## config.mk

```make
export PLATFORM = sky130hd
export DESIGN_NAME = line_rasterizer_dda
export DESIGN_NICKNAME = d
export VERILOG_FILES = /design/src/hw/rtl/lrd_pkg.sv /design/src/hw/rtl/lrd_div.sv /design/src/hw/rtl/line_rasterizer_dda.sv
export VERILOG_INCLUDE_DIRS = /design/src /design/src/hw/rtl
export SDC_FILE = /design/constraint.sdc
export NUM_CORES = 1
export LEC_CHECK = 0
export BUFFER_PORTS_ARGS = -buffer_cell sky130_fd_sc_hd__buf_2
export CAP_MARGIN = 20
export CELL_PAD_IN_SITES_DETAIL_PLACEMENT = 0
export CELL_PAD_IN_SITES_GLOBAL_PLACEMENT = 1
export CORE_MARGIN = 2
export CORE_UTILIZATION = 43
export CTS_CLUSTER_DIAMETER = 50
export DETAILED_ROUTE_END_ITERATION = 8
export PLACE_DENSITY_LB_ADDON = 0.15
export REMOVE_ABC_BUFFERS = 1
export SYNTH_ARGS = -nofsm -noshare
export SYNTH_HDL_FRONTEND = slang
export SYNTH_HIERARCHICAL = 1
export SYNTH_SLANG_ARGS = --single-unit
```

## constraint.sdc

```tcl
create_clock -name clk -period 7.6 [get_ports clk]
set_clock_uncertainty 0.1 [all_clocks]
set_input_delay 0 -clock clk [delete_from_list [all_inputs] [get_ports clk]]
set_output_delay 0 -clock clk [all_outputs]
set_load 0.02 [all_outputs]
```

## src/hw/rtl/line_rasterizer_dda_assert.svh

```systemverilog
// assertion macros used by the line rasterizer top level
`ifndef LINE_RASTERIZER_DDA_ASSERT_SVH
`define LINE_RASTERIZER_DDA_ASSERT_SVH

// same-cycle implication, clocked on clk, off during reset
`define LRD_ASSERT_NOW(label, ante, cons) \
    label: assert property (@(posedge clk) disable iff (!rst_n) (ante) |-> (cons)) \
        else $error("line rasterizer assertion failed");

// next-cycle implication, clocked on clk, off during reset
`define LRD_ASSERT_NEXT(label, ante, cons) \
    label: assert property (@(posedge clk) disable iff (!rst_n) (ante) |=> (cons)) \
        else $error("line rasterizer assertion failed");

`endif

```

## src/hw/rtl/lrd_pkg.sv

```systemverilog
// package with widths, fixed-point constants and types of the line rasterizer
`timescale 1ns / 1ps

package lrd_pkg;

    localparam int COORD_BITS = 12;
    localparam int FRAC_BITS  = 16;
    localparam int COLOR_BITS = 32;

    // slope is unsigned Q1.FRAC_BITS, deviation is signed Q2.FRAC_BITS
    localparam int SLOPE_BITS = FRAC_BITS + 1;
    localparam int DEV_BITS   = FRAC_BITS + 3;

    // dividend is (num << (FRAC_BITS + 1)) + den
    localparam int DIV_W     = COORD_BITS + FRAC_BITS + 2;
    localparam int DIV_STEPS = DIV_W;
    localparam int CNT_BITS  = $clog2(DIV_STEPS + 1);

    typedef logic [COORD_BITS-1:0]      coord_t;
    typedef logic [SLOPE_BITS-1:0]      slope_t;
    typedef logic signed [DEV_BITS-1:0] dev_t;
    typedef logic [COLOR_BITS-1:0]      color_t;

    localparam dev_t DEV_ONE  = dev_t'(1 << FRAC_BITS);
    localparam dev_t DEV_HALF = dev_t'(1 << (FRAC_BITS - 1));

    localparam logic REQ_START   = 1'b0;
    localparam logic REQ_ADVANCE = 1'b1;

    typedef struct packed {
        logic   start;
        coord_t num;
        coord_t den;
    } div_req_t;

    typedef struct packed {
        logic   busy;
        logic   done;
        slope_t quotient;
    } div_rsp_t;

endpackage

```

## src/hw/rtl/lrd_div.sv

```systemverilog
// shift-subtract divider that forms the rounded slope one quotient bit per cycle
`timescale 1ns / 1ps

module lrd_div
(
    input  logic              clk,
    input  logic              rst_n,
    input  lrd_pkg::div_req_t req,
    output lrd_pkg::div_rsp_t rsp
);

    logic [lrd_pkg::CNT_BITS-1:0]   cnt_reg, cnt_next;
    logic                           done_reg, done_next;
    logic [lrd_pkg::DIV_W-1:0]      dvd_reg, dvd_next;
    logic [lrd_pkg::SLOPE_BITS-1:0] quo_reg, quo_next;
    logic [lrd_pkg::COORD_BITS:0]   rem_reg, rem_next;
    logic [lrd_pkg::COORD_BITS:0]   dsor_reg, dsor_next;
    logic [lrd_pkg::COORD_BITS+1:0] rem_sh;
    logic [lrd_pkg::COORD_BITS+1:0] dsor_ext;
    logic [lrd_pkg::COORD_BITS:0]   diff;
    logic                           ge;
    logic                           busy;

    assign busy     = (cnt_reg != '0);
    assign rem_sh   = {rem_reg, dvd_reg[lrd_pkg::DIV_W-1]};
    assign dsor_ext = {1'b0, dsor_reg};
    assign ge       = (rem_sh >= dsor_ext);
    // remainder after a subtract is below the divisor, so the low bits suffice
    assign diff     = rem_sh[lrd_pkg::COORD_BITS:0] - dsor_reg;

    always_comb
    begin
        cnt_next  = cnt_reg;
        dvd_next  = dvd_reg;
        quo_next  = quo_reg;
        rem_next  = rem_reg;
        dsor_next = dsor_reg;
        done_next = 1'b0;
        if (req.start)
        begin
            // round to nearest: (2 * num * 2^F + den) / (2 * den)
            dvd_next  = {req.num, {(lrd_pkg::FRAC_BITS + 1){1'b0}}, 1'b0} >> 1;
            dvd_next  = dvd_next + lrd_pkg::DIV_W'(req.den);
            dsor_next = {req.den, 1'b0};
            rem_next  = '0;
            quo_next  = '0;
            cnt_next  = lrd_pkg::CNT_BITS'(lrd_pkg::DIV_STEPS);
        end
        else if (busy)
        begin
            rem_next  = ge ? diff : rem_sh[lrd_pkg::COORD_BITS:0];
            dvd_next  = {dvd_reg[lrd_pkg::DIV_W-2:0], 1'b0};
            quo_next  = {quo_reg[lrd_pkg::SLOPE_BITS-2:0], ge};
            cnt_next  = cnt_reg - 1'b1;
            done_next = (cnt_reg == lrd_pkg::CNT_BITS'(1));
        end
    end

    always_ff @(posedge clk or negedge rst_n)
    begin
        if (!rst_n)
        begin
            cnt_reg  <= '0;
            done_reg <= 1'b0;
        end
        else
        begin
            cnt_reg  <= cnt_next;
            done_reg <= done_next;
        end
    end

    always_ff @(posedge clk)
    begin
        dvd_reg  <= dvd_next;
        quo_reg  <= quo_next;
        rem_reg  <= rem_next;
        dsor_reg <= dsor_next;
    end

    // quotient never exceeds 2^F because num <= den, so only the low bits are kept
    assign rsp.busy     = busy;
    assign rsp.done     = done_reg;
    assign rsp.quotient = quo_reg;

endmodule

```

## src/hw/rtl/line_rasterizer_dda.sv

```systemverilog
// top level of the dda line rasterizer: setup sequencer, pixel stepper, output register
//
//   channel | direction | handshake             | payload
//   in      | input     | in_valid / in_stall   | req_type, x_start, y_start, x_end, y_end,
//           |           |                       | draw_color
//   out     | output    | out_valid / out_stall | pixel_x, pixel_y, pixel_color, pixel_valid,
//           |           |                       | last_pixel
//
// a start item passes through setup and the shift-subtract divider, which forms the
//   slope one quotient bit per cycle, then waits in emit until the output register is free
// a single-point start (both endpoints equal) skips the divider
// an advance item makes its pixel with one add of slope and deviation
// rst_n clears the sequencer, the line state and the output valid flag at once
// in_stall is high while a start is in setup, division or emit and while a held item waits on out_stall
`timescale 1ns / 1ps
`include "line_rasterizer_dda_assert.svh"

module line_rasterizer_dda
(
    input  logic                   clk,
    input  logic                   rst_n,

    input  logic                   in_valid,
    output logic                   in_stall,
    input  logic                   req_type,
    input  logic [11:0]            x_start,
    input  logic [11:0]            y_start,
    input  logic [11:0]            x_end,
    input  logic [11:0]            y_end,
    input  logic [31:0]            draw_color,

    output logic                   out_valid,
    input  logic                   out_stall,
    output logic [11:0]            pixel_x,
    output logic [11:0]            pixel_y,
    output logic [31:0]            pixel_color,
    output logic                   pixel_valid,
    output logic                   last_pixel
);

    // sequencer states
    localparam logic [1:0] ST_IDLE  = 2'd0;
    localparam logic [1:0] ST_SETUP = 2'd1;
    localparam logic [1:0] ST_DIV   = 2'd2;
    localparam logic [1:0] ST_EMIT  = 2'd3;

    logic [1:0]              state_reg, state_next;

    // line state
    logic                    active_reg, active_next;
    logic                    swapped_reg, swapped_next;
    logic                    rising_reg, rising_next;
    lrd_pkg::coord_t         major_pos_reg, major_pos_next;
    lrd_pkg::coord_t         major_end_reg, major_end_next;
    lrd_pkg::coord_t         minor_pos_reg, minor_pos_next;
    lrd_pkg::slope_t         slope_reg, slope_next;
    lrd_pkg::dev_t           dev_reg, dev_next;
    lrd_pkg::color_t         color_reg, color_next;

    // captured endpoints of a start item
    lrd_pkg::coord_t         x1_reg, x1_next;
    lrd_pkg::coord_t         y1_reg, y1_next;
    lrd_pkg::coord_t         x2_reg, x2_next;
    lrd_pkg::coord_t         y2_reg, y2_next;

    // output register
    logic                    out_valid_reg, out_valid_next;
    lrd_pkg::coord_t         px_reg, px_next;
    lrd_pkg::coord_t         py_reg, py_next;
    lrd_pkg::color_t         pcolor_reg, pcolor_next;
    logic                    pvalid_reg, pvalid_next;
    logic                    plast_reg, plast_next;

    lrd_pkg::div_req_t       div_req;
    lrd_pkg::div_rsp_t       div_rsp;

    logic                    out_free;
    logic                    in_accept;

    // setup datapath
    lrd_pkg::coord_t         w, h;
    logic                    steep;
    lrd_pkg::coord_t         ma_s, ma_e, mi_s, mi_e;
    lrd_pkg::coord_t         num, den;
    logic                    flip;

    // advance datapath
    lrd_pkg::coord_t         maj_inc;
    logic                    minor_step;
    lrd_pkg::coord_t         minor_stepped;
    lrd_pkg::dev_t           slope_ext;
    lrd_pkg::dev_t           dev_adv;
    logic                    adv_last;

    // checker terms
    logic                    slope_in_range;
    logic                    idle_item_zero;
    logic                    adv_ends_line;

    lrd_div u_div
    (
        .clk   (clk),
        .rst_n (rst_n),
        .req   (div_req),
        .rsp   (div_rsp)
    );

    // output register can take a new item when empty or being drained
    assign out_free  = !out_valid_reg || !out_stall;
    assign in_stall  = (state_reg != ST_IDLE) || !out_free;
    assign in_accept = in_valid && !in_stall;

    // axis selection and endpoint ordering
    always_comb
    begin
        w     = (x2_reg >= x1_reg) ? (x2_reg - x1_reg) : (x1_reg - x2_reg);
        h     = (y2_reg >= y1_reg) ? (y2_reg - y1_reg) : (y1_reg - y2_reg);
        steep = (w < h);
        num   = steep ? w : h;
        den   = steep ? h : w;
        ma_s  = steep ? y1_reg : x1_reg;
        ma_e  = steep ? y2_reg : x2_reg;
        mi_s  = steep ? x1_reg : y1_reg;
        mi_e  = steep ? x2_reg : y2_reg;
        flip  = (ma_e < ma_s);
    end

    // one pixel step: major rises, minor steps once deviation passes one half
    assign slope_ext     = $signed({2'b00, slope_reg});
    assign maj_inc       = major_pos_reg + 1'b1;
    assign minor_step    = (dev_reg > lrd_pkg::DEV_HALF);
    assign minor_stepped = rising_reg ? (minor_pos_reg + 1'b1) : (minor_pos_reg - 1'b1);
    assign dev_adv       = dev_reg - (minor_step ? lrd_pkg::DEV_ONE : '0) + slope_ext;
    assign adv_last      = (maj_inc == major_end_reg);

    always_comb
    begin
        state_next     = state_reg;
        active_next    = active_reg;
        swapped_next   = swapped_reg;
        rising_next    = rising_reg;
        major_pos_next = major_pos_reg;
        major_end_next = major_end_reg;
        minor_pos_next = minor_pos_reg;
        slope_next     = slope_reg;
        dev_next       = dev_reg;
        color_next     = color_reg;
        x1_next        = x1_reg;
        y1_next        = y1_reg;
        x2_next        = x2_reg;
        y2_next        = y2_reg;
        px_next        = px_reg;
        py_next        = py_reg;
        pcolor_next    = pcolor_reg;
        pvalid_next    = pvalid_reg;
        plast_next     = plast_reg;
        out_valid_next = out_valid_reg && out_stall;
        div_req.start  = 1'b0;
        div_req.num    = num;
        div_req.den    = den;

        case (state_reg)
            ST_IDLE:
            begin
                if (in_accept)
                begin
                    if (req_type == lrd_pkg::REQ_START)
                    begin
                        // a start abandons any line in progress
                        x1_next    = x_start;
                        y1_next    = y_start;
                        x2_next    = x_end;
                        y2_next    = y_end;
                        color_next = draw_color;
                        state_next = ST_SETUP;
                    end
                    else if (active_reg)
                    begin
                        major_pos_next = maj_inc;
                        if (minor_step)
                        begin
                            minor_pos_next = minor_stepped;
                        end
                        dev_next       = dev_adv;
                        active_next    = !adv_last;
                        px_next        = swapped_reg ? (minor_step ? minor_stepped
                                                                   : minor_pos_reg) : maj_inc;
                        py_next        = swapped_reg ? maj_inc : (minor_step ? minor_stepped
                                                                             : minor_pos_reg);
                        pcolor_next    = color_reg;
                        pvalid_next    = 1'b1;
                        plast_next     = adv_last;
                        out_valid_next = 1'b1;
                    end
                    else
                    begin
                        // advance with no line: all-zero item
                        px_next        = '0;
                        py_next        = '0;
                        pcolor_next    = '0;
                        pvalid_next    = 1'b0;
                        plast_next     = 1'b0;
                        out_valid_next = 1'b1;
                    end
                end
            end
            ST_SETUP:
            begin
                swapped_next   = steep;
                major_pos_next = flip ? ma_e : ma_s;
                major_end_next = flip ? ma_s : ma_e;
                minor_pos_next = flip ? mi_e : mi_s;
                rising_next    = flip ? (mi_e < mi_s) : (mi_s < mi_e);
                dev_next       = '0;
                if (den == '0)
                begin
                    slope_next = '0;
                    state_next = ST_EMIT;
                end
                else
                begin
                    div_req.start = 1'b1;
                    state_next    = ST_DIV;
                end
            end
            ST_DIV:
            begin
                if (div_rsp.done)
                begin
                    slope_next = div_rsp.quotient;
                    state_next = ST_EMIT;
                end
            end
            ST_EMIT:
            begin
                if (out_free)
                begin
                    px_next        = swapped_reg ? minor_pos_reg : major_pos_reg;
                    py_next        = swapped_reg ? major_pos_reg : minor_pos_reg;
                    pcolor_next    = color_reg;
                    pvalid_next    = 1'b1;
                    plast_next     = (major_pos_reg == major_end_reg);
                    out_valid_next = 1'b1;
                    dev_next       = slope_ext;
                    active_next    = (major_pos_reg != major_end_reg);
                    state_next     = ST_IDLE;
                end
            end
            default:
            begin
                state_next = ST_IDLE;
            end
        endcase
    end

    always_ff @(posedge clk or negedge rst_n)
    begin
        if (!rst_n)
        begin
            state_reg     <= ST_IDLE;
            active_reg    <= 1'b0;
            swapped_reg   <= 1'b0;
            rising_reg    <= 1'b0;
            major_pos_reg <= '0;
            major_end_reg <= '0;
            minor_pos_reg <= '0;
            slope_reg     <= '0;
            dev_reg       <= '0;
            color_reg     <= '0;
            out_valid_reg <= 1'b0;
        end
        else
        begin
            state_reg     <= state_next;
            active_reg    <= active_next;
            swapped_reg   <= swapped_next;
            rising_reg    <= rising_next;
            major_pos_reg <= major_pos_next;
            major_end_reg <= major_end_next;
            minor_pos_reg <= minor_pos_next;
            slope_reg     <= slope_next;
            dev_reg       <= dev_next;
            color_reg     <= color_next;
            out_valid_reg <= out_valid_next;
        end
    end

    // payload registers
    always_ff @(posedge clk)
    begin
        x1_reg     <= x1_next;
        y1_reg     <= y1_next;
        x2_reg     <= x2_next;
        y2_reg     <= y2_next;
        px_reg     <= px_next;
        py_reg     <= py_next;
        pcolor_reg <= pcolor_next;
        pvalid_reg <= pvalid_next;
        plast_reg  <= plast_next;
    end

    assign out_valid   = out_valid_reg;
    assign pixel_x     = px_reg;
    assign pixel_y     = py_reg;
    assign pixel_color = pcolor_reg;
    assign pixel_valid = pvalid_reg;
    assign last_pixel  = plast_reg;

    assign slope_in_range = (slope_reg <= lrd_pkg::SLOPE_BITS'(lrd_pkg::DEV_ONE));
    assign idle_item_zero = (pixel_x == '0) && (pixel_y == '0) && !last_pixel;
    assign adv_ends_line  = in_accept && (req_type == lrd_pkg::REQ_ADVANCE) && active_reg
                            && adv_last;

    // items enter only while the sequencer rests
    `LRD_ASSERT_NOW(a_accept_in_idle, in_valid && !in_stall, state_reg == ST_IDLE)
    // divider runs and finishes only while the sequencer waits on it
    `LRD_ASSERT_NOW(a_div_busy_in_div, div_rsp.busy, state_reg == ST_DIV)
    `LRD_ASSERT_NOW(a_div_done_in_div, div_rsp.done, state_reg == ST_DIV)
    // slope stays within one
    `LRD_ASSERT_NOW(a_slope_max_one, state_reg == ST_EMIT, slope_in_range)
    // an idle-advance item carries no coordinates and no end flag
    `LRD_ASSERT_NOW(a_invalid_is_zero, out_valid && !pixel_valid, idle_item_zero)
    // the last pixel ends the line
    `LRD_ASSERT_NEXT(a_last_clears_active, adv_ends_line, !active_reg)

endmodule
```

==> results of run 1 <==
==> metrics by stage <==
stage                     power (mW)  hold slack, ns  instance area (um^2)  cells   TNS, ns
after floorplan                7.801         -0.3956                 19110   2027    -68.59
after global placement         9.809         0.02837                 21060   2825         0
after detailed placement       9.933         0.04573                 21060   2825  -0.07886
after CTS                      12.07        0.006104                 23380   2990         0
after global routing           13.17         0.02224                 23480   2998   -0.1718
final                          12.20         0.03217                 23480   2998         0
==> power by group through the flow <==
stage                     clock (mW)  combinational [mW]  sequential (mW)
after CTS                       2.04                7.13             2.90
after detailed placement           0                7.01             2.92
after floorplan                    0                4.73             3.07
final                           2.00                7.31             2.89
after global routing            2.11                8.10             2.96
after global placement             0                6.90             2.91
==> worst max-delay path by stage <==
stage | start | depth (start not counted) | endpoint | slack [ns]
3_5_place_dp | y2_reg[0] | 26 | major_pos_reg[11] | -0.07
3_3_place_gp | y2_reg[0] | 25 | major_pos_reg[11] | 0.30
6_report | y2_reg[0] | 29 | minor_pos_reg[10] | 0.35
5_1_grt | y2_reg[0] | 29 | minor_pos_reg[10] | -0.07
2_1_floorplan | y2_reg[0] | 26 | major_pos_reg[11] | -1.37
4_1_cts | y2_reg[0] | 26 | major_pos_reg[11] | 0.06
==> routing by layer <==
layer / vias up / GRT usage (%) / wire length, um
met1: 8077 / 32.08 / 25970
met3: 91 / 3.738 / 2805
li1: 8162 / - / -
met5: - / 0 / 0
met2: 392 / 39.65 / 26840
met4: 0 / 6.986 / 1449
==> what timing repair did <==
action,in CTS,in global routing
cloned,1,2
pin swaps,1,3
buffers inserted,0,5
endpoints found under the setup margin,3,94
hold buffers,87,0
hold endpoints to repair,147,0
resized for setup,0,7
==> cell type report <==
type	instances	area, um^2
inverters	183	688.2
clock buffers	51	1136
well taps	600	750.7
fillers	4156	21700
repair buffers	291	2100
flip-flops and latches	294	7949
clock inverters	26	289.0
multi-input cells	1553	10570
==> metrics.txt, run 1 <==
hold path start y_start[3]; cells after synthesis 2147; Tmin final 7.254 ns; most common cell type on the critical path a21o_1; Worst Path Max Fanout 17; Crit path required time 7.99 ns; I/O Pins 145; Final Util 51.97%; via/cell ratio 5.578; type of the worst setup path reg -> reg; Startpoint Class flip-flop; commonest cells after routing, fill and taps aside nand2_1 (261), inv_1 (179), a21oi_1 (167), edfxtp_1 (148), buf_2 (143); worst flop-to-flop path startpoint y2_reg[0]; status completed; grt ovf 0; core area 45190 um^2; commonest non-fill, non-tap cell in the layout nand2_1; Final Slew Violations 0; layout cell share with drive strength beyond 1 15.47%; Post-DRT Antenna Nets 0; Worst-Margin Slew 0.9769 ns; Core Rows 78; clock sinks 294; CTS Buffer Depth 3; GRT Total Usage 23.86%; Internal Pwr Total 6.583 mW; initial antenna violation count 0; WP data arrival 7.64 ns; Syn Area/Cell 9.133 um^2; Comb pwr share 59.9%; Hold Crit Class in -> reg; chip width 217.5 um; Leak 10.24 nW; delay-heaviest family, CP compound AO/OA/AOI/OAI gates; Post-Route WL 57060 um; CP endpoint kind flip-flop; Die Y 217.5 um; initial drt markers 1184; DRC viols 0; root buf cell clkbuf_16; Fin. Hold Viols 0; hpwl dp 41060 um; slowest stage delay, CP 0.50 ns; Max-slew headroom 33.19%; vias in the first global route 16100; sequential share of power 23.7%; ant diodes 0; first-pass GRT wire length 89260 um; H-tree Lvls 2; Worst-Skew Late Latency 0.58 ns; switching power 5.617 mW; switching part of the total 46.04%; wire length per cell 19.03 um; gp weighted congestion 0.9164; hold depth 2; Mapped Area 19610 um^2; Initial Utilization 43.39%; period utilisation layout 95.44%; critical path's slowest cell or4_1; worst path bufs/invs 4; Pwr Density 519.6 nW/um^2; setup ws final 0.3464 ns; register-to-register setup slack 0.35 ns; Layout area overhead 19.76%; Peak VDD IR 0.2902 mV; total number of yosys warnings 6; R2R cell count 29; CTS tree yes; pre-CTS WS -0.07024 ns; largest net degree at the start of global routing 65; IO buf count 144; worst reg2reg endpoint minor_pos_reg[10]; setup violators final 0; Vias 16720; Final nets 2602; max_cap viols 0; CTS clk-pin slew, worst paths 0.06 ns; Max Freq 0.1379 GHz; die area 47320 um^2; TritonCTS buffer count 43; Worst Hold Path EP y1_reg[3]; drt pass-1 iters 5; share of power burned in the clock network 16.4%
Note: power is estimated with default switching activity, not from simulation.
==> run 2: changes to the inputs <==
Settings changed: REMOVE_ABC_BUFFERS 1 to not set.
==> metrics.txt, run 2 (synthesis gave the netlist of run 1 again) <==
Leak 10.39 nW; critical path's slowest cell or4_1; Startpoint Class flip-flop; GR Util met3 3.236%; initial drt markers 1354; Post-DRT Antenna Nets 0; Final Util 52.58%; period utilisation layout 94.23%; worst reg2reg endpoint major_pos_reg[1]; Comb pwr share 60.3%; Die Y 217.5 um; Initial Utilization 43.39%; area of the multi-input gates 10550 um^2; die area 47320 um^2; switching part of the total 46.19%; Final nets 2632; Pwr Density 511.7 nW/um^2; Final Slew Violations 0; via/cell ratio 5.523; share of power burned in the clock network 15.6%; Worst Hold Path EP y2_reg[5]; Core Rows 78; largest net degree at the start of global routing 81; worst path bufs/invs 4; Placed Cells 2810; Max Freq 0.1396 GHz; Post-Route WL 57160 um; hpwl dp 41440 um; gp weighted congestion 0.9024; wire length per cell 18.86 um; smallest hold slack 0.02755 ns; max_cap viols 0; hold depth 2; CTS Buffer Depth 3; layout cell share with drive strength beyond 1 14.64%; first-pass GRT wire length 90150 um; WP data arrival 7.53 ns; vias in the first global route 16350; Syn Nets 2383; Worst Path Max Fanout 15; Max-slew headroom 29.31%; CTS clk-pin slew, worst paths 0.06 ns; register-to-register setup slack 0.44 ns; met1 Use GR 33.35%; Worst-Skew Late Latency 0.58 ns; met2 Track Usage GR 39.28%; initial antenna violation count 1; H-tree Lvls 2; final instance area 23760 um^2; sequential cell area 7949 um^2; busiest grt layer met2; R2R cell count 30; most common cell type on the critical path a21o_1; Crit path required time 7.97 ns; I/O Pins 145; IO buf count 144; chip width 217.5 um; worst flop-to-flop path startpoint y2_reg[0]; commonest non-fill, non-tap cell in the layout nand2_1; status completed; setup violators final 0; CTS tree yes; core area 45190 um^2; ant diodes 0; slowest stage delay, CP 0.50 ns; DRC viols 0; switching power 5.615 mW; type of the worst setup path reg -> reg; Worst-Margin Slew 1.056 ns; grt ovf 0; Fillers 4159; root buf cell clkbuf_16; delay-heaviest family, CP compound AO/OA/AOI/OAI gates; commonest cells after routing, fill and taps aside nand2_1 (261), inv_1 (179), a21oi_1 (167), edfxtp_1 (148), buf_2 (143); hold path start y_end[5]; CP endpoint kind flip-flop; sequential share of power 24.0%; Tmin final 7.161 ns; Hold Crit Class in -> reg; Fin. Hold Viols 0; Final Power 12.16 mW; Post-DP Area 20970 um^2; Internal Pwr Total 6.542 mW; GRT Total Usage 24.10%; clock sinks 294; TritonCTS buffer count 43; Peak VDD IR 0.2371 mV; drt pass-1 iters 6; Post-Layout Cell Count 3031; Layout area overhead 21.16%; Vias 16740
[run 2: cell count changes in the layout (fill, tap and decap cells not counted), moves of 2 or more]
cell | before | now
dlygate4sd3_1 | 86 | 129
buf_4 | 58 | 45
clkinvlp_4 | 10 | 4
clkinv_2 | 4 | 8
inv_8 | 1 | 5
bufinv_16 | 3 | 0
clkbuf_1 | 5 | 7
clkbuf_8 | 3 | 1
clkinv_1 | 2 | 4
clkinv_4 | 2 | 4
[run 2: worst max-delay path by stage]
stage,from,to,depth (start not counted)
after floorplan,y2_reg[0],major_end_reg[6],33
after global placement,y2_reg[0],minor_pos_reg[2],30
after detailed placement,y2_reg[0],minor_pos_reg[5],30
after CTS,y2_reg[0],minor_pos_reg[5],30
after global routing,y2_reg[0],minor_pos_reg[3],30
final,y2_reg[0],major_pos_reg[1],30
[run 2: through the flow]
step	worst slack, ns	setup TNS [ns]
6_report	0.4386	0
5_1_grt	-0.08926	-1.288
4_1_cts	0.2739	0
3_5_place_dp	0.2862	0
3_3_place_gp	0.3842	0
2_1_floorplan	0.2098	0
[run 2: cell type report]
cell class / instances / area share, %
flip-flops and latches: 294 / 33.46
inverters: 183 / 2.897
clock inverters: 29 / 1.069
well taps: 600 / 3.160
multi-input cells: 1552 / 44.39
clock buffers: 51 / 4.698
repair buffers: 322 / 10.32
[run 2: repair_timing]
item                                    in CTS  in global routing
endpoints found under the setup margin       0                 33
setup buffers                                0                  9
hold buffers                               129                  0
endpoints found under the hold margin      146                  0
resized for setup                            0                  4
[run 2: power by group through the flow]
stage / sequential (mW) / clock [mW] / combinational (mW)
after floorplan: 3.00 / 0 / 4.98
after global placement: 2.93 / 0 / 6.86
after detailed placement: 2.95 / 0 / 6.98
after CTS: 2.93 / 1.95 / 7.17
after global routing: 3.00 / 2.01 / 8.17
final: 2.92 / 1.90 / 7.34
[run 2: worst reg2reg max path: cells and delay by family (launching register included)]
family                   cells  cell delay, ns
AO/OA/AOI/OAI               15            3.49
adder cells (fa/ha/maj)      4            1.14
multiplexers                 1            0.13
buffers and inverters        4            0.57
flip-flops                   1            0.41
AND/OR/NAND/NOR              6            1.24
[run 2: metal layers]
| layer | up-vias | part of all wire [%] |
|---|---|---|
| met5 | - | 0 |
| li1 | 8218 | - |
| met3 | 96 | 4.8 |
| met4 | 0 | 2.7 |
| met1 | 7989 | 46 |
| met2 | 438 | 47 |
==> run 3: changes to the inputs <==
Settings changed: BUFFER_PORTS_ARGS -buffer_cell sky130_fd_sc_hd__buf_2 to not set, CORE_UTILIZATION 43 to 45, DONT_BUFFER_PORTS set to 1.
==> metrics.txt, run 3 (synthesis gave the netlist of run 1 again) <==
Core Rows 76; Leak 10.03 nW; drt pass-1 iters 6; most common cell type on the critical path a21o_1; Tmin final 7.138 ns; H-tree Lvls 2; RSZ-0062 raised after global routing false; root buf cell clkbuf_16; CTS tree yes; Placed Cells 2653; Worst Path Max Fanout 8; Syn Nets 2383; Initial Utilization 45.52%; setup violators final 0; critical path's slowest cell or4_1; pre-CTS WS 0.1859 ns; initial antenna violation count 3; Post-Layout Cell Count 2933; Worst-Margin Slew 1.044 ns; Fillers 3944; first-pass GRT wire length 89540 um; Layout area overhead 21.09%; hpwl dp 40070 um; Worst-Skew Late Latency 0.59 ns; chip width 212.7 um; commonest non-fill, non-tap cell in the layout nand2_1; I/O Pins 145; clock sinks 294; layout cell share with drive strength beyond 1 9.161%; Pwr Density 511.0 nW/um^2; largest net degree at the start of global routing 81; Max-slew headroom 28.63%; Post-DRT Antenna Nets 0; type of the worst setup path reg -> reg; slowest stage delay, CP 0.50 ns; Peak VDD IR 0.2929 mV; TNS Setup 0 ns; GRT Total Usage 25.37%; CTS clk-pin slew, worst paths 0.07 ns; Hold Crit Class in -> reg; die area 45260 um^2; vias in the first global route 15930; via/cell ratio 5.648; Post-Route WL 57690 um; CP endpoint kind flip-flop; CTS Buffer Depth 3; wire length per cell 19.67 um; commonest cells after routing, fill and taps aside nand2_1 (261), dlygate4sd3_1 (192), inv_1 (179), a21oi_1 (165), edfxtp_1 (148); core area 43080 um^2; initial drt markers 1138; Max Freq 0.1401 GHz; Fin. Hold Viols 0; setup ws final 0.4615 ns; Vias 16570; Startpoint Class flip-flop; gp weighted congestion 0.9204; Final Slew Violations 0; Final nets 2550; max_cap viols 0; Die Y 212.7 um; IO buf count 0; grt ovf 0; TritonCTS buffer count 42; DRC viols 0; status completed; period utilisation layout 93.93%; WP data arrival 7.50 ns; Crit path required time 7.96 ns
run 3: per-stage QoR:
| step | total power, mW | utilization, % | instance area, um^2 | hold slack, ns |
|---|---|---|---|---|
| floorplan | 7.976 | - | 19610 | -0.3956 |
| CTS | 11.99 | 54.91 | 23650 | 0.001577 |
| detailed placement | 9.696 | 46.92 | 20210 | -0.3910 |
| global placement | 9.568 | 46.92 | 20210 | -0.3914 |
| global route | 13.09 | 55.12 | 23740 | 0.01897 |
| finish | 12.13 | 55.12 | 23740 | 0.04094 |
run 3: where the power goes:
group | total [mW] | internal [mW] | switching, mW
logic | 6.91 | 2.81 | 4.10
clock network | 2.03 | 1.20 | 0.830
registers | 3.19 | 2.52 | 0.670
total | 12.1 | 6.53 | 5.60
run 3: final cells by class:
cell class	instances	area, um^2	area share (%)
Multi-Input combinational cell	1552	10560	44.48
Sequential cell	294	7949	33.48
Timing Repair Buffer	241	2346	9.881
Clock buffer	48	1116	4.701
Tap cell	585	732.0	3.083
Inverter	183	688.2	2.898
Clock inverter	29	349.1	1.470
Antenna cell	1	2.502	0.01054
run 3: path summary, 6_finish.rpt:
kind | startpoint | to | slack [ns] | cells after the start
worst max-delay path | y2_reg[0] | major_pos_reg[1] | 0.46 | 29
worst min-delay path | y_start[1] | y1_reg[1] | 0.04 | 1
worst max register to register | y2_reg[0] | major_pos_reg[1] | 0.46 | 29
worst min register to register | u_div/rem_reg[0] | u_div/rem_reg[0] | 0.35 | 2
max in group asynchronous | rst_n | swapped_reg | 6.35 | 4
min in group asynchronous | rst_n | minor_pos_reg[2] | 0.41 | 3
run 3: layer usage:
metal  share of wire [%]  vias to the layer above  track usage (%)
li1                    -                     8049                -
met1                  45                     7999            34.36
met2                  48                      414            41.75
met3                 5.0                      101            4.339
met4                 2.7                        4            7.355
met5               0.047                        -                0
run 3: repair_timing:
| action | CTS | global route |
|---|---|---|
| resized for setup | 0 | 9 |
| buffers inserted | 0 | 6 |
| hold buffers | 194 | 0 |
| setup endpoints to repair | 0 | 113 |
| hold endpoints to repair | 217 | 0 |
run 3: critical path, delay by kind of cell (launching register included):
kind                       cells  cell delay [ns]
adders and majority gates      4             1.16
muxes                          1             0.14
DFF                            1             0.42
and+or+nand+nor                6             1.28
AOI/OAI and AO/OA             14             3.33
buffers and inverters          4             0.56
